$ cat src/rtl/core/bus_token_scheduler_top_defines.svh
// Assertion macros for the token scheduler.
`ifndef BUS_TOKEN_SCHEDULER_TOP_DEFINES_SVH
`define BUS_TOKEN_SCHEDULER_TOP_DEFINES_SVH

`ifndef NO_ASSERTIONS
`define BTS_ASSERT(lbl, prop, msg) \
  lbl: assert property (@(posedge clk) disable iff (rst) (prop)) else $error(msg);
`define BTS_ASSERT_NEXT(lbl, ante, cons, msg) \
  lbl: assert property (@(posedge clk) disable iff (rst) (ante) |=> (cons)) else $error(msg);
`else
`define BTS_ASSERT(lbl, prop, msg)
`define BTS_ASSERT_NEXT(lbl, ante, cons, msg)
`endif

`endif

$ cat src/rtl/core/bts_pkg.sv
package bts_pkg;

  localparam int NODE_W    = 7;
  localparam int BYTE_W    = 8;
  localparam int ROW_AW    = 4;
  localparam int ROW_W     = 1 << ROW_AW;
  localparam int ROW_SEL_W = NODE_W - ROW_AW;
  localparam int MAP_ROWS  = 1 << ROW_SEL_W;
  localparam int CFG_IDX_W = 2;
  localparam int CFG_W     = 8;

  localparam int unsigned BTS_FIRST_NODE = 1;
  localparam int unsigned BTS_LAST_NODE  = 127;

  localparam logic [NODE_W-1:0] OWN_ADDRESS_RST = 7'd1;
  localparam logic [7:0]        MAX_FAILS_RST   = 8'd3;
  localparam logic [7:0]        SLEEP_LAPS_RST  = 8'd10;

  localparam logic TOKEN_MARK = 1'b1;

  typedef struct packed {
    logic                 rd_en;
    logic [ROW_SEL_W-1:0] rd_row;
    logic                 wr_en;
    logic [ROW_SEL_W-1:0] wr_row;
    logic [ROW_W-1:0]     wr_data;
  } mem_req_t;

  typedef struct packed {
    logic [NODE_W-1:0] token_node;
    logic              probing;
    logic              node_dropped;
    logic              sleep_request;
  } res_t;

endpackage

$ cat src/rtl/core/bus_token_scheduler_top.sv
// channel   direction  handshake              payload
// in        input      in_valid / in_stall    op, has_payload, node_address, online
// out       output     out_valid / out_stall  token_node, token_byte, probing, is_own,
//                                             node_dropped, sleep_request
// cfg       input      cfg_valid / cfg_ready  cfg_index, cfg_data
//
// One item at a time; in_stall is high from the accepting edge until the result is loaded.
// Grant: up to three scans of the 8 x 16 bit presence memory, one row per cycle, plus a
// read-modify-write of one row when the own node's bit is written. Other ops go straight
// to the result, or when they write the presence memory do a read-modify-write of one row.
// rst clears the row valid bits at once, so the whole map reads absent; no clearing pass.
// out_stall holds the result register; a new item is taken while it waits.
`include "bus_token_scheduler_top_defines.svh"

module bus_token_scheduler_top import bts_pkg::*; #(
  parameter int unsigned FIRST_NODE = BTS_FIRST_NODE,
  parameter int unsigned LAST_NODE  = BTS_LAST_NODE
) (
  input  logic                 clk,
  input  logic                 rst,
  input  logic                 in_valid,
  output logic                 in_stall,
  input  logic [2:0]           op,
  input  logic                 has_payload,
  input  logic [NODE_W-1:0]    node_address,
  input  logic                 online,
  output logic                 out_valid,
  input  logic                 out_stall,
  output logic [NODE_W-1:0]    token_node,
  output logic [BYTE_W-1:0]    token_byte,
  output logic                 probing,
  output logic                 is_own,
  output logic                 node_dropped,
  output logic                 sleep_request,
  input  logic                 cfg_valid,
  output logic                 cfg_ready,
  input  logic [CFG_IDX_W-1:0] cfg_index,
  input  logic [CFG_W-1:0]     cfg_data
);

  localparam logic [CFG_IDX_W-1:0] REG_OWN_ADDRESS = 2'd0;
  localparam logic [CFG_IDX_W-1:0] REG_MAX_FAILS   = 2'd1;
  localparam logic [CFG_IDX_W-1:0] REG_SLEEP_LAPS  = 2'd2;

  logic [NODE_W-1:0] own_address;
  logic [7:0]        max_fails;
  logic [7:0]        sleep_laps;
  logic              busy;
  logic              res_ready;
  logic              res_load;
  res_t              res;
  mem_req_t          mem_req;
  logic [ROW_W-1:0]  row_data;

  assign cfg_ready = 1'b1;

  always_ff @(posedge clk) begin
    if (rst) begin
      own_address <= OWN_ADDRESS_RST;
      max_fails   <= MAX_FAILS_RST;
      sleep_laps  <= SLEEP_LAPS_RST;
    end else if (cfg_valid && cfg_ready) begin
      case (cfg_index)
        REG_OWN_ADDRESS: own_address <= cfg_data[NODE_W-1:0];
        REG_MAX_FAILS:   max_fails   <= cfg_data;
        REG_SLEEP_LAPS:  sleep_laps  <= cfg_data;
        default: begin
        end
      endcase
    end
  end

  bts_map_mem u_mem (
    .clk     (clk),
    .rst     (rst),
    .req     (mem_req),
    .rd_data (row_data)
  );

  bts_ctrl #(
    .FIRST_NODE (FIRST_NODE),
    .LAST_NODE  (LAST_NODE)
  ) u_ctrl (
    .clk          (clk),
    .rst          (rst),
    .start        (in_valid && !in_stall),
    .op           (op),
    .has_payload  (has_payload),
    .node_address (node_address),
    .online       (online),
    .own_address  (own_address),
    .max_fails    (max_fails),
    .sleep_laps   (sleep_laps),
    .row_data     (row_data),
    .res_ready    (res_ready),
    .busy         (busy),
    .mem_req      (mem_req),
    .res          (res),
    .res_load     (res_load)
  );

  assign in_stall  = busy;
  assign res_ready = !out_valid || !out_stall;

  always_ff @(posedge clk) begin
    if (rst) begin
      out_valid <= 1'b0;
    end else if (res_load) begin
      out_valid <= 1'b1;
    end else if (!out_stall) begin
      out_valid <= 1'b0;
    end
  end

  always_ff @(posedge clk) begin
    if (res_load) begin
      token_node    <= res.token_node;
      probing       <= res.probing;
      is_own        <= res.token_node == own_address;
      node_dropped  <= res.node_dropped;
      sleep_request <= res.sleep_request;
    end
  end

  assign token_byte = {TOKEN_MARK, token_node};

  `BTS_ASSERT_NEXT(a_busy_after_accept, in_valid && !in_stall, in_stall, "accepted item not held busy")
  `BTS_ASSERT(a_load_into_free, !res_load || !out_valid || !out_stall, "result overwrote a waiting result")
  `BTS_ASSERT(a_mem_one_access, !(mem_req.rd_en && mem_req.wr_en), "map read and write in one cycle")

endmodule

$ cat src/rtl/core/bts_map_mem.sv
module bts_map_mem import bts_pkg::*; (
  input  logic             clk,
  input  logic             rst,
  input  mem_req_t         req,
  output logic [ROW_W-1:0] rd_data
);

  logic [ROW_W-1:0]    mem [MAP_ROWS];
  logic [MAP_ROWS-1:0] row_valid;
  logic [ROW_W-1:0]    rd_raw;
  logic                rd_valid;

  always_ff @(posedge clk) begin
    if (req.wr_en) begin
      mem[req.wr_row] <= req.wr_data;
    end
    if (req.rd_en) begin
      rd_raw <= mem[req.rd_row];
    end
  end

  // rows never written read as all absent
  always_ff @(posedge clk) begin
    if (rst) begin
      row_valid <= '0;
      rd_valid  <= 1'b0;
    end else begin
      if (req.wr_en) begin
        row_valid[req.wr_row] <= 1'b1;
      end
      if (req.rd_en) begin
        rd_valid <= row_valid[req.rd_row];
      end
    end
  end

  assign rd_data = rd_valid ? rd_raw : '0;

endmodule

$ cat src/rtl/core/bts_row_find.sv
module bts_row_find import bts_pkg::*; (
  input  logic [ROW_W-1:0]     row_bits,
  input  logic                 want_present,
  input  logic [ROW_SEL_W-1:0] row,
  input  logic [NODE_W:0]      lo,
  input  logic [NODE_W:0]      hi,
  output logic                 hit,
  output logic [ROW_AW-1:0]    idx
);

  logic [ROW_W-1:0] cand;
  logic [NODE_W:0]  pos;

  always_comb begin
    pos = '0;
    for (int b = 0; b < ROW_W; b++) begin
      pos     = {1'b0, row, ROW_AW'(b)};
      cand[b] = (want_present ? row_bits[b] : ~row_bits[b]) && (pos >= lo) && (pos <= hi);
    end
  end

  // lowest candidate wins
  always_comb begin
    idx = '0;
    for (int b = ROW_W - 1; b >= 0; b--) begin
      if (cand[b]) begin
        idx = ROW_AW'(b);
      end
    end
  end

  assign hit = |cand;

endmodule

$ cat src/rtl/core/bts_ctrl.sv
module bts_ctrl import bts_pkg::*; #(
  parameter int unsigned FIRST_NODE = BTS_FIRST_NODE,
  parameter int unsigned LAST_NODE  = BTS_LAST_NODE
) (
  input  logic              clk,
  input  logic              rst,
  input  logic              start,
  input  logic [2:0]        op,
  input  logic              has_payload,
  input  logic [NODE_W-1:0] node_address,
  input  logic              online,
  input  logic [NODE_W-1:0] own_address,
  input  logic [7:0]        max_fails,
  input  logic [7:0]        sleep_laps,
  input  logic [ROW_W-1:0]  row_data,
  input  logic              res_ready,
  output logic              busy,
  output mem_req_t          mem_req,
  output res_t              res,
  output logic              res_load
);

  localparam logic [NODE_W:0]   FIRST_EXT = (NODE_W + 1)'(FIRST_NODE);
  localparam logic [NODE_W:0]   LAST_EXT  = (NODE_W + 1)'(LAST_NODE);
  localparam logic [NODE_W-1:0] FIRST_N   = NODE_W'(FIRST_NODE);

  typedef enum logic [2:0] {
    OP_GRANT        = 3'd0,
    OP_ANSWER       = 3'd1,
    OP_ANS_TIMEOUT  = 3'd2,
    OP_SEND_TIMEOUT = 3'd3,
    OP_SET_NODE     = 3'd4
  } op_t;

  typedef enum logic [2:0] {
    S_IDLE, S_LAUNCH, S_SCAN, S_GFIN, S_RMW_RD, S_RMW_WR, S_DONE
  } state_t;

  typedef enum logic [1:0] {
    PH_SERVE, PH_PROBE_A, PH_PROBE_B
  } phase_t;

  typedef struct packed {
    logic [NODE_W-1:0] tracked;
    logic [7:0]        miss;
    logic              drop;
  } miss_t;

  function automatic miss_t count_miss(input logic [NODE_W-1:0] n,
                                       input logic [NODE_W-1:0] trk,
                                       input logic [7:0]        cnt,
                                       input logic [7:0]        limit);
    miss_t      r;
    logic [7:0] inc;
    r.tracked = trk;
    r.miss    = cnt;
    r.drop    = 1'b0;
    inc       = cnt + 8'd1;
    if (trk == '0) begin
      r.tracked = n;
    end else if (n == trk) begin
      r.miss = inc;
      if (inc >= limit) begin
        r.tracked = '0;
        r.miss    = '0;
        r.drop    = 1'b1;
      end
    end
    return r;
  endfunction

  state_t               state;
  phase_t               phase;
  logic [NODE_W:0]      seg_lo;
  logic [NODE_W:0]      seg_hi;
  logic                 want_present;
  logic [ROW_SEL_W-1:0] row;
  logic                 lap;
  logic [NODE_W-1:0]    serve;
  logic [NODE_W-1:0]    probe;
  logic                 lwp;
  logic [NODE_W-1:0]    holder;
  logic [NODE_W-1:0]    tracked;
  logic [7:0]           miss;
  logic [7:0]           countdown;
  logic [NODE_W-1:0]    rmw_node;
  logic                 rmw_val;
  logic                 dropped;
  logic                 sleep_req;

  logic [NODE_W:0]      launch_lo;
  logic [NODE_W:0]      launch_hi;
  logic                 launch_want;
  logic                 launch_empty;
  logic                 find_hit;
  logic [ROW_AW-1:0]    find_idx;
  logic                 row_last;
  logic [NODE_W-1:0]    found;
  logic                 seg_hit;
  logic                 seg_fail;
  miss_t                miss_res;
  logic                 drop_now;
  logic                 sleep_now;

  bts_row_find u_find (
    .row_bits     (row_data),
    .want_present (want_present),
    .row          (row),
    .lo           (seg_lo),
    .hi           (seg_hi),
    .hit          (find_hit),
    .idx          (find_idx)
  );

  always_comb begin
    case (phase)
      PH_SERVE: begin
        launch_lo   = lwp ? {1'b0, serve} : {1'b0, serve} + (NODE_W + 1)'(1);
        launch_hi   = lwp ? {1'b0, serve} : LAST_EXT;
        launch_want = 1'b1;
      end
      PH_PROBE_A: begin
        launch_lo   = {1'b0, probe} + (NODE_W + 1)'(1);
        launch_hi   = LAST_EXT;
        launch_want = 1'b0;
      end
      PH_PROBE_B: begin
        launch_lo   = FIRST_EXT;
        launch_hi   = {1'b0, probe};
        launch_want = 1'b0;
      end
      default: begin
        launch_lo   = '1;
        launch_hi   = '0;
        launch_want = 1'b0;
      end
    endcase
  end

  assign launch_empty = launch_lo > launch_hi;
  assign row_last     = row == seg_hi[NODE_W-1:ROW_AW];
  assign found        = {row, find_idx};
  assign seg_hit      = (state == S_SCAN) && find_hit;
  assign seg_fail     = ((state == S_LAUNCH) && launch_empty) ||
                        ((state == S_SCAN) && !find_hit && row_last);
  assign miss_res     = count_miss(holder, tracked, miss, max_fails);
  assign drop_now     = miss_res.drop &&
                        ((op == OP_SEND_TIMEOUT) || ((op == OP_ANS_TIMEOUT) && !lwp));
  assign sleep_now    = (op == OP_ANS_TIMEOUT) && (countdown == '0);

  always_comb begin
    mem_req = '0;
    case (state)
      S_LAUNCH: begin
        mem_req.rd_en  = !launch_empty;
        mem_req.rd_row = launch_lo[NODE_W-1:ROW_AW];
      end
      S_SCAN: begin
        mem_req.rd_en  = !find_hit && !row_last;
        mem_req.rd_row = row + ROW_SEL_W'(1);
      end
      S_RMW_RD: begin
        mem_req.rd_en  = 1'b1;
        mem_req.rd_row = rmw_node[NODE_W-1:ROW_AW];
      end
      S_RMW_WR: begin
        mem_req.wr_en                           = 1'b1;
        mem_req.wr_row                          = rmw_node[NODE_W-1:ROW_AW];
        mem_req.wr_data                         = row_data;
        mem_req.wr_data[rmw_node[ROW_AW-1:0]]   = rmw_val;
      end
      default: begin
        mem_req = '0;
      end
    endcase
  end

  always_ff @(posedge clk) begin
    if (rst) begin
      state     <= S_IDLE;
      phase     <= PH_SERVE;
      lap       <= 1'b0;
      serve     <= FIRST_N;
      probe     <= FIRST_N;
      lwp       <= 1'b1;
      holder    <= '0;
      tracked   <= '0;
      miss      <= '0;
      countdown <= SLEEP_LAPS_RST;
      dropped   <= 1'b0;
      sleep_req <= 1'b0;
    end else begin
      case (state)
        S_IDLE: begin
          if (start) begin
            dropped   <= drop_now;
            sleep_req <= sleep_now;
            case (op)
              OP_GRANT: begin
                phase <= PH_SERVE;
                lap   <= 1'b0;
                state <= S_LAUNCH;
              end
              OP_ANSWER: begin
                if (has_payload) begin
                  countdown <= sleep_laps;
                end
                if (lwp) begin
                  rmw_node <= holder;
                  rmw_val  <= 1'b1;
                  state    <= S_RMW_RD;
                end else begin
                  if (holder == tracked) begin
                    tracked <= '0;
                    miss    <= '0;
                  end
                  state <= S_DONE;
                end
              end
              OP_ANS_TIMEOUT: begin
                if (!lwp) begin
                  tracked <= miss_res.tracked;
                  miss    <= miss_res.miss;
                end
                if (sleep_now) begin
                  countdown <= sleep_laps;
                end
                if (drop_now) begin
                  rmw_node <= holder;
                  rmw_val  <= 1'b0;
                  state    <= S_RMW_RD;
                end else begin
                  state <= S_DONE;
                end
              end
              OP_SEND_TIMEOUT: begin
                tracked <= miss_res.tracked;
                miss    <= miss_res.miss;
                if (drop_now) begin
                  rmw_node <= holder;
                  rmw_val  <= 1'b0;
                  state    <= S_RMW_RD;
                end else begin
                  state <= S_DONE;
                end
              end
              OP_SET_NODE: begin
                rmw_node <= node_address;
                rmw_val  <= online;
                state    <= S_RMW_RD;
              end
              default: begin
                state <= S_DONE;
              end
            endcase
          end
        end
        S_LAUNCH: begin
          if (!launch_empty) begin
            seg_lo       <= launch_lo;
            seg_hi       <= launch_hi;
            want_present <= launch_want;
            row          <= launch_lo[NODE_W-1:ROW_AW];
            state        <= S_SCAN;
          end
        end
        S_SCAN: begin
          if (!find_hit && !row_last) begin
            row <= row + ROW_SEL_W'(1);
          end
        end
        S_GFIN: begin
          if (lap && countdown != '0) begin
            countdown <= countdown - 8'd1;
          end
          if (holder == own_address) begin
            rmw_node <= own_address;
            rmw_val  <= 1'b1;
            state    <= S_RMW_RD;
          end else begin
            state <= S_DONE;
          end
        end
        S_RMW_RD: begin
          state <= S_RMW_WR;
        end
        S_RMW_WR: begin
          state <= S_DONE;
        end
        S_DONE: begin
          if (res_ready) begin
            state <= S_IDLE;
          end
        end
        default: begin
          state <= S_IDLE;
        end
      endcase

      if (seg_hit) begin
        holder <= found;
        state  <= S_GFIN;
        case (phase)
          PH_SERVE: begin
            serve <= found;
            lwp   <= 1'b0;
          end
          PH_PROBE_A: begin
            probe <= found;
            lwp   <= 1'b1;
          end
          default: begin
            probe <= found;
            lwp   <= 1'b1;
            lap   <= 1'b1;
          end
        endcase
      end

      if (seg_fail) begin
        case (phase)
          PH_SERVE: begin
            if (!lwp) begin
              serve <= FIRST_N;
            end
            phase <= PH_PROBE_A;
            state <= S_LAUNCH;
          end
          PH_PROBE_A: begin
            phase <= PH_PROBE_B;
            lap   <= 1'b1;
            state <= S_LAUNCH;
          end
          default: begin
            // every node present: serve slot takes the token
            lap    <= 1'b1;
            holder <= serve;
            lwp    <= 1'b0;
            state  <= S_GFIN;
          end
        endcase
      end
    end
  end

  assign busy     = state != S_IDLE;
  assign res_load = (state == S_DONE) && res_ready;
  assign res      = '{token_node: holder, probing: lwp, node_dropped: dropped,
                      sleep_request: sleep_req};

endmodule

$ cat config.mk
export PLATFORM = sky130hd
export DESIGN_NAME = bus_token_scheduler_top
export DESIGN_NICKNAME = d
export VERILOG_FILES = /design/src/rtl/core/bts_pkg.sv /design/src/rtl/core/bus_token_scheduler_top.sv /design/src/rtl/core/bts_map_mem.sv /design/src/rtl/core/bts_row_find.sv /design/src/rtl/core/bts_ctrl.sv
export VERILOG_INCLUDE_DIRS = /design/src /design/src/rtl/core
export SDC_FILE = /design/constraint.sdc
export NUM_CORES = 1
export LEC_CHECK = 0
export BUFFER_PORTS_ARGS = -buffer_cell sky130_fd_sc_hd__buf_2
export CAP_MARGIN = 20
export CORE_UTILIZATION = 55
export CTS_CLUSTER_DIAMETER = 120
export DETAILED_ROUTE_END_ITERATION = 7
export PLACE_DENSITY = 0.8
export SYNTH_ARGS = -nofsm -noshare
export SYNTH_HDL_FRONTEND = slang
export SYNTH_SLANG_ARGS = --single-unit
$ cat constraint.sdc
create_clock -name clk -period 4.5 [get_ports clk]
set_input_delay 0.225 -clock clk [delete_from_list [all_inputs] [get_ports clk]]
set_output_delay 0.225 -clock clk [all_outputs]
set_load 0.02 [all_outputs]
==> flow_summary.json, run 1 <==
{
  "status": "complete, no violations",
  "synth-xor-area-share": 0.0280,
  "dp_hpwl_mm": 22.1,
  "dieArea_sq_mm": 0.0256,
  "syn_inst": 1424,
  "cts_tree": "yes",
  "fin_tns_setup_ns": 0,
  "clkPwrFrac": 0.246,
  "syn_area_sq_mm": 0.0137,
  "ios": 49,
  "holdWs_ns": 0.0256,
  "clk_pin_slew_ns": 0.06,
  "synthAdderAreaFrac": 0.0264,
  "routed_via_density": 6.02,
  "n_antenna_cell": 0,
  "num_rows": 57,
  "ant_nets": 0,
  "setup-violations-final": 0,
  "hold_viol_final": 0,
  "slew_viol_final": 0,
  "crit_fanout": 18,
  "internal-power_w": 0.00531,
  "cts_sinks": 268,
  "grt_max_degree": 72,
  "wl_per_cell_microns": 18.9,
  "synth_top_area_share": 0.398,
  "core_area_sq_mm": 0.0244,
  "final_min_period_over_clock_period": 0.914,
  "cts_inserted_buffers": 28,
  "grt_pass1_wl_mm": 54.1,
  "drt_wl_total_mm": 33.8,
  "hold_class": "primary input to flip-flop",
  "gp_congestion": 0.992,
  "cpMaxStageDelayCell": "o311ai_4",
  "area_delta_synth_final_pct": 10.5,
  "synth-main-ff-cell": "edfxtp_1",
  "max_freq_mhz": 243,
  "layout.nets": 1499,
  "yosysSeqAreaShare": 0.523,
  "r2r_slack_ns": 0.39,
  "fin_skew_ns": 0.0486,
  "htree_num_levels": 1,
  "setup_ws_ns": 0.386,
  "die_h_microns": 160,
  "start_kind": "flip-flop",
  "drv_cap": 0,
  "cts.repair.resized": 0,
  "path_class": "flip-flop to flip-flop",
  "synth_edf_count": 182,
  "seqPwrFrac": 0.381,
  "switchingPower_w": 0.00330,
  "yosys.area.top_type": "edfxtp_1",
  "syn_area_per_cell_sq_um": 9.65,
  "vdd_drop_max_mv": 0.469,
  "synth_compound_area_frac": 0.137,
  "slowest_delay_ns": 0.94,
  "first_pass_iters": 6,
  "yosysUniqueCellTypes": 83,
  "post-route-min-period_ns": 4.11,
  "root_buffer": "clkbuf_16",
  "synthSimpleGateAreaFrac": 0.203,
  "synth_most_common_cell": "nand2_1",
  "crit_arrival_ns": 4.61,
  "yosys_warnings": 0,
  "cts_buffer_depth": 3,
  "floorplan.initialDensity": 0.563,
  "async_flop_share": 0,
  "pre_cts_slack_ns": 0.436,
  "crit_required_ns": 5.00,
  "cp-end-kind": "flip-flop",
  "p_sw_frac": 0.383,
  "cp_cell_sequence": "ha_1, a21o_1, a31oi_4, o311ai_0, and3b_1, nand2_1, o311ai_4, o21ai_0, a31oi_1",
  "muxShareOfSynthArea": 0.0400,
  "relSlewSlack": 0.308,
  "drive_gt1_frac": 0.107,
  "tightest_slew_ns": 1.04,
  "synth_top_family_by_area": "simple AND/OR/NAND/NOR gates",
  "route.vias.total": 10800,
  "grt_pass1_vias": 10300,
  "synth_common_cells": "nand2_1 (272), edfxtp_1 (182), nor2_1 (133), dfxtp_1 (86), a21oi_1 (75)",
  "ys_seq_elements": 268,
  "synth_area_leaders": "edfxtp_1 (40%), dfxtp_1 (13%), nand2_1 (7.4%), nor2_1 (3.6%), mux2i_1 (3.4%)",
  "grt_usage": 0.262,
  "grt_antenna_before_repair": 0,
  "first_iter_violations": 1059,
  "insertion_delay_ns": 0.57,
  "power_frac_comb": 0.373,
  "rsz0062_at_grt": "false",
  "overflow": 0,
  "route.detailed.drc": 0,
  "fp.dieW_microns": 160,
  "power_density_mw_per_mm2": 567,
  "leakagePower_nw": 5.56,
  "port-buffer-count": 46
}
## power groups by stage
| stage | sequential (W) | clock, W | combinational, W |
|---|---|---|---|
| after floorplan | 0.00315 | 0 | 0.00227 |
| after global placement | 0.00331 | 0 | 0.00303 |
| after global routing | 0.00331 | 0.00224 | 0.00355 |
| final | 0.00328 | 0.00212 | 0.00321 |
| after CTS | 0.00327 | 0.00214 | 0.00318 |
| after detailed placement | 0.00332 | 0 | 0.00314 |
## what timing repair did
action                                  in CTS  in global routing
endpoints found under the hold margin       25                  0
buffers inserted                             0                  0
endpoints found under the setup margin       0                  0
hold buffers                                10                  0
## path summary, 6_finish.rpt
| kind | to | startpoint | depth (start not counted) |
|---|---|---|---|
| setup reg to reg | u_mem.rd_valid$_SDFFE_PP0P_ | u_ctrl.row[2]$_DFFE_PP_ | 9 |
| hold reg to reg | u_ctrl.dropped$_SDFFE_PP0P_ | u_ctrl.dropped$_SDFFE_PP0P_ | 2 |
| setup / recovery | u_mem.rd_valid$_SDFFE_PP0P_ | u_ctrl.row[2]$_DFFE_PP_ | 9 |
| hold / removal | u_ctrl.rmw_node[0]$_DFFE_PP_ | rst | 2 |
## layout by cell type, fill, tap and decap left out, drive strengths merged, types with 8 or more instances in the layout
cell / Yosys / routed
nand3b: 8 / 8
a31oi: 16 / 16
inv: 41 / 44
ha: 29 / 29
or2: 12 / 12
mux2i: 47 / 47
nand2b: 16 / 16
edfxtp: 182 / 182
nand4: 8 / 8
dfxtp: 86 / 86
xor2: 32 / 32
o21a: 12 / 12
a21oi: 76 / 76
xnor2: 12 / 12
nand3: 66 / 66
a211oi: 8 / 8
nor2: 135 / 135
and2: 17 / 17
nand2: 272 / 272
nor3: 21 / 21
or3: 9 / 9
o21ai: 72 / 72
a21o: 12 / 12
buf: 35 / 69
and3: 8 / 8
clkinv: 0 / 11
clkbuf: 56 / 36
o211ai: 24 / 24
dlygate4sd3: 0 / 10
## flip-flops by register name, summed over array words and instances, names as in the netlist, 2 cells and up
name / count
u_ctrl.serve: 7
u_mem.row_valid: 8
u_ctrl.state: 3
u_mem.mem: 128
u_ctrl.rmw_node: 7
u_ctrl.tracked: 7
u_ctrl.seg_hi: 7
u_ctrl.row: 3
u_ctrl.seg_lo: 8
u_ctrl.countdown: 8
max_fails: 8
u_ctrl.phase: 2
token_node: 7
u_ctrl.holder: 7
u_ctrl.miss: 8
sleep_laps: 8
u_ctrl.probe: 7
u_mem.rd_raw: 16
own_address: 7
## cell families (layout without fill, tap and decap cells)
logic type	after synthesis	count (layout)
flip-flops	268	268
buffers and inverters	132	171
multiplexers	54	54
other	1	2
AO/OA/AOI/OAI	288	288
XOR/XNOR	44	44
adder cells (fa/ha/maj)	29	29
AND/OR/NAND/NOR	608	608
## layer usage
metal	up-vias	global-route usage	wire length [microns]
met1	5196	0.360	14600
li1	5113	-	-
met3	57	0.0268	2100
met2	400	0.434	16200
met5	-	0	0
met4	0	0.0883	878
## critical path: cells and delay by family (launching register included)
| family | cells | cell delay (ns) |
|---|---|---|
| compound gates | 6 | 2.43 |
| fa+ha+maj | 1 | 0.56 |
| flops | 1 | 0.51 |
| simple gates | 2 | 0.55 |
## final cells by class
cell class,instances,area (sq um)
Clock buffer,36,741
Clock inverter,15,104
Fill cell,1976,9210
Inverter,41,154
Multi-Input combinational cell,1025,6060
Sequential cell,268,7190
Tap cell,324,405
Timing Repair Buffer,79,526
## through the flow
step | utilization | total power, W | std cells | instance area (sq um)
6_report | 0.622 | 0.00861 | 1788 | 15200
5_1_grt | 0.622 | 0.00910 | 1788 | 15200
4_1_cts | 0.622 | 0.00859 | 1786 | 15200
3_5_place_dp | 0.583 | 0.00646 | 1725 | 14200
3_3_place_gp | 0.583 | 0.00634 | 1725 | 14200
2_1_floorplan | - | 0.00542 | 1425 | 13700
No activity file was read; power rests on OpenSTA's default activity.
==> run 2, diff against run 1 <==
--- a/config.mk
+++ b/config.mk
@@ -11,6 +11,7 @@
 export CORE_UTILIZATION = 55
 export CTS_CLUSTER_DIAMETER = 120
 export DETAILED_ROUTE_END_ITERATION = 7
+export GPL_TIMING_DRIVEN = 0
 export PLACE_DENSITY = 0.8
 export SYNTH_ARGS = -nofsm -noshare
 export SYNTH_HDL_FRONTEND = slang
==> flow_summary.json, run 2 (same netlist as run 1, synthesis figures left out) <==
{
  "cts_inserted_buffers": 27,
  "p_sw_frac": 0.376,
  "post-route-min-period_ns": 4.08,
  "rsz0062_at_grt": "false",
  "holdPathStages": 3,
  "vdd_drop_max_mv": 0.343,
  "switchingPower_w": 0.00327,
  "route.detailed.drc": 0,
  "crit_arrival_ns": 4.49,
  "first_iter_violations": 1174,
  "leakagePower_nw": 5.73,
  "layout.nets": 1577,
  "path_class": "flip-flop to flip-flop",
  "seq_area_sq_mm": 0.00719,
  "start_kind": "flip-flop",
  "most-common-layout-cells": "nand2_1 (272), edfxtp_1 (182), nor2_1 (132), dfxtp_1 (86), a21oi_1 (75)",
  "cp-end-kind": "flip-flop",
  "cts_buffer_depth": 3,
  "crit_required_ns": 4.91,
  "drt_wl_total_mm": 36.4,
  "drv_cap": 0,
  "hold_viol_final": 0,
  "final_min_period_over_clock_period": 0.906,
  "largest_register_ffs": 128,
  "first_pass_iters": 5,
  "multi_input_area_sq_mm": 0.00602,
  "cts_tree": "yes",
  "die_h_microns": 160,
  "cts_sinks": 268,
  "insertion_delay_ns": 0.56,
  "setup-violations-final": 0,
  "fp.dieW_microns": 160,
  "status": "complete, no violations",
  "clkPwrFrac": 0.261,
  "internal-power_w": 0.00543,
  "final_common_cell": "nand2_1",
  "area_delta_synth_final_pct": 13.2,
  "power_frac_comb": 0.375,
  "crit_fanout": 10,
  "fin_skew_ns": 0.0155,
  "root_buffer": "clkbuf_16",
  "seqPwrFrac": 0.364,
  "grt_pass1_wl_mm": 57.9,
  "clk_pin_slew_ns": 0.06,
  "fill_cells": 1949,
  "ant_nets": 0,
  "num_rows": 57,
  "ios": 49,
  "wl_per_cell_microns": 19.5,
  "port-buffer-count": 43,
  "htree_num_levels": 1,
  "final_util": 0.637,
  "slew_viol_final": 0,
  "worst-r2r-cell-count": 13,
  "dieArea_sq_mm": 0.0256,
  "grt_max_degree": 15,
  "grt_usage": 0.285,
  "grt_antenna_before_repair": 0,
  "routed_via_density": 6.02,
  "n_antenna_cell": 0,
  "dp.cells": 1806,
  "power_density_mw_per_mm2": 560,
  "overflow": 0,
  "r2r_slack_ns": 0.42,
  "relSlewSlack": 0.262,
  "finalNonFillerCells": 1866,
  "grt_pass1_vias": 10800,
  "max_freq_mhz": 245,
  "route.vias.total": 11200,
  "floorplan.initialDensity": 0.563,
  "largest_register": "u_mem.mem",
  "dp_hpwl_mm": 25.9,
  "hold_class": "primary input to flip-flop",
  "tightest_slew_ns": 1.11,
  "power_w": 0.00870,
  "gp_congestion": 0.930,
  "drive_gt1_frac": 0.110,
  "biggestRegsByFlops": "u_mem.mem: 128 flops, u_mem.rd_raw: 16 flops",
  "core_area_sq_mm": 0.0244
}
[run 2: metal layers]
metal / global-route usage / share of wire / vias to the layer above / routed length [microns]
met5: 0 / 0 / - / 0
met2: 0.457 / 0.47 / 539 / 16900
li1: - / - / 5279 / -
met1: 0.400 / 0.42 / 5324 / 15200
met3: 0.0353 / 0.083 / 87 / 3000
met4: 0.102 / 0.033 / 0 / 1180
[run 2: cell type report]
type,instances,area share
flip-flops and latches,268,0.462
repair buffers,67,0.0291
clock inverters,9,0.00708
multi-input cells,1025,0.387
clock buffers,41,0.0507
well taps,324,0.0261
plain buffers,91,0.0275
inverters,41,0.00990
[run 2: path summary, 6_finish.rpt]
check	startpoint	end
worst min register to register	u_ctrl.sleep_req$_SDFFE_PP0P_	sleep_request$_DFFE_PP_
worst max-delay path	u_ctrl.row[0]$_DFFE_PP_	u_ctrl.holder[6]$_SDFF_PP0_
worst min-delay path	out_stall	out_valid$_SDFFE_PP0P_
worst max register to register	u_ctrl.row[0]$_DFFE_PP_	u_ctrl.holder[6]$_SDFF_PP0_
[run 2: metrics by stage]
step | TNS (ns) | hold slack, ns | setup slack, ns | cell area [sq um]
2_1_floorplan | 0 | 0.350 | 0.455 | 13700
3_3_place_gp | -15.85 | 0.450 | -0.786 | 14400
3_5_place_dp | 0 | 0.459 | 0.453 | 14600
4_1_cts | 0 | 0.00183 | 0.350 | 15500
5_1_grt | 0 | 0.0325 | 0.0855 | 15500
6_report | 0 | 0.0179 | 0.422 | 15500
[run 2: worst max-delay path, cell delays in order (launching register included)]
cell and delay (ns):
edfxtp_1 0.59, inv_1 0.21, ha_1 0.34, nand4b_1 0.25
buf_2 0.28, a2111oi_0 0.57, o2111ai_1 0.21, nand2b_1 0.26
nor3_1 0.10, a31oi_2 0.41, buf_6 0.21, mux2_1 0.32
mux2i_1 0.13, nor2_1 0.05
[run 2: what timing repair did]
item	4_1_cts	5_1_grt
hold buffers	9	0
setup endpoints to repair	0	12
buffers inserted	0	0
gates resized for setup	0	1
hold endpoints to repair	24	0
[run 2: power by group through the flow]
stage | Sequential, W | Clock (W) | Combinational [W]
final | 0.00316 | 0.00227 | 0.00327
after floorplan | 0.00315 | 0 | 0.00227
after global routing | 0.00318 | 0.00238 | 0.00360
after detailed placement | 0.00321 | 0 | 0.00317
after CTS | 0.00316 | 0.00229 | 0.00320
after global placement | 0.00321 | 0 | 0.00305
==> run 3, diff against run 2 <==
==> constraint.sdc (replaced) <==
create_clock -name clk -period 4.5 [get_ports clk]
set_input_delay 1.35 -clock clk [delete_from_list [all_inputs] [get_ports clk]]
set_output_delay 1.35 -clock clk [all_outputs]
set_load 0.02 [all_outputs]
==> flow_summary.json, run 3 (same netlist as run 1, synthesis figures left out) <==
{
  "status": "complete, no violations",
  "hold_viol_final": 0,
  "final_common_cell": "nand2_1",
  "route.detailed.drc": 0,
  "fin_skew_ns": 0.0106,
  "r2r-end": "u_mem.rd_raw[11]$_DFFE_PP_",
  "floorplan.initialDensity": 0.563,
  "cts_inserted_buffers": 27,
  "first_pass_iters": 6,
  "routed_via_density": 6.04,
  "cts_buffer_depth": 3,
  "critPathTopFamily": "compound AO/OA/AOI/OAI gates",
  "power_density_mw_per_mm2": 563,
  "worst-r2r-cell-count": 11,
  "dieArea_sq_mm": 0.0256,
  "design_area_sq_mm": 0.0155,
  "first_iter_violations": 1205,
  "cp_cell_sequence": "inv_1, ha_1, nand4b_1, buf_2, a21oi_1, o2111ai_1, o21ai_0, and3b_1, nand2_1, o311ai_2, buf_4",
  "vdd_drop_max_mv": 0.339,
  "cts_tree": "yes",
  "worstSetupStartpoint": "u_ctrl.row[0]$_DFFE_PP_",
  "root_buffer": "clkbuf_16",
  "dpl_cell_area_sq_mm": 0.0146,
  "cts_sinks": 268,
  "fin_tns_setup_ns": 0,
  "overflow": 0,
  "n_antenna_cell": 0,
  "postCtsHoldBufs": 0,
  "ant_nets": 0,
  "drive_gt1_frac": 0.110,
  "whs_endpoint": "sleep_request$_DFFE_PP_",
  "min_from": "u_ctrl.sleep_req$_SDFFE_PP0P_",
  "gp_congestion": 0.930,
  "grt_pass1_vias": 10800,
  "dp_hpwl_mm": 25.9,
  "clk_pin_slew_ns": 0.06,
  "slew_viol_final": 0,
  "leakagePower_nw": 5.69,
  "grt_usage": 0.285,
  "area_delta_synth_final_pct": 12.5,
  "most-common-layout-cells": "nand2_1 (272), edfxtp_1 (182), nor2_1 (132), dfxtp_1 (86), a21oi_1 (75)",
  "grt_max_degree": 15,
  "core_area_sq_mm": 0.0244,
  "post-route-min-period_ns": 4.08,
  "cts_setup_buffers": 0,
  "setup-violations-final": 0,
  "start_kind": "flip-flop",
  "grt_pass1_wl_mm": 57.8,
  "biggestRegsByFlops": "u_mem.mem: 128 flops, u_mem.rd_raw: 16 flops",
  "grt_antenna_before_repair": 0,
  "r2r_start": "u_ctrl.row[0]$_DFFE_PP_",
  "port-buffer-count": 43,
  "tightest_slew_ns": 1.09,
  "layout.nets": 1568,
  "drt_wl_total_mm": 36.4,
  "critPathBufInv": 3,
  "num_rows": 57,
  "r2r_slack_ns": 0.42,
  "wl_per_cell_microns": 19.6,
  "cts.repair.resized": 0,
  "largest_register_ffs": 128,
  "holdPathStages": 0,
  "pre_cts_slack_ns": 0.443,
  "slowest_delay_ns": 0.71,
  "die_h_microns": 160,
  "relSlewSlack": 0.275,
  "largest_register": "u_mem.mem",
  "route.vias.total": 11200,
  "cp-end-kind": "flip-flop",
  "rsz0062_at_grt": "false",
  "fill_cells": 1956,
  "path_class": "flip-flop to flip-flop",
  "final_min_period_over_clock_period": 0.907,
  "ios": 49,
  "crit_fanout": 12,
  "cpMaxStageDelayCell": "o311ai_2",
  "drv_cap": 0,
  "setup_ws_ns": 0.419,
  "fp.dieW_microns": 160,
  "holdWs_ns": 0.466,
  "crit_arrival_ns": 4.33,
  "max_freq_mhz": 245,
  "insertion_delay_ns": 0.56,
  "hold_class": "flip-flop to flip-flop",
  "htree_num_levels": 1,
  "crit_required_ns": 4.75
}
==> run 3: cell count changes in the layout (fill, tap and decap cells not counted) <==
cell and delta:
dlygate4sd3_1 -9
==> run 3: metrics by stage <==
step,instances,power (W),utilization
after floorplan,1425,0.00542,-
after global placement,1792,0.00625,0.589
final,1857,0.00871,0.634
after CTS,1856,0.00864,0.634
after detailed placement,1806,0.00638,0.597
after global routing,1857,0.00916,0.634
==> run 3: how the worst max path moves through the flow <==
stage / endpoint / slack, ns / cells past startpoint
floorplan: u_mem.rd_valid$_SDFFE_PP0P_ / 0.45 / 11
global placement: u_mem.rd_valid$_SDFFE_PP0P_ / -0.79 / 10
detailed placement: u_ctrl.rmw_node[5]$_DFFE_PP_ / 0.44 / 9
CTS: u_mem.rd_raw[6]$_DFFE_PP_ / 0.35 / 9
global route: u_mem.rd_raw[4]$_DFFE_PP_ / 0.09 / 12
finish: u_mem.rd_raw[11]$_DFFE_PP_ / 0.42 / 11
==> run 3: routing by layer <==
metal | part of all wire | up-vias | track usage
met5 | 0 | - | 0
met3 | 0.077 | 86 | 0.0353
met2 | 0.47 | 519 | 0.456
li1 | - | 5253 | -
met4 | 0.034 | 0 | 0.102
met1 | 0.42 | 5367 | 0.399
==> run 3: power by group <==
| part | switching, W | leakage [nW] | total (W) | internal [W] |
|---|---|---|---|---|
| clock network | 0.000946 | 0.445 | 0.00227 | 0.00133 |
| logic | 0.00215 | 3.08 | 0.00327 | 0.00112 |
| registers | 0.000193 | 2.16 | 0.00317 | 0.00297 |
==> run 3: layout make-up <==
class                      instances  area, sq um  share of cell area
inverter                          41          154             0.00996
clock buffer                      41          788              0.0510
tap                              324          405              0.0262
timing repair buffer              58          363              0.0235
clock inverter                     9          110             0.00712
multi-input combinational       1025         6020               0.390
buffer                            91          428              0.0277
sequential                       268         7190               0.465
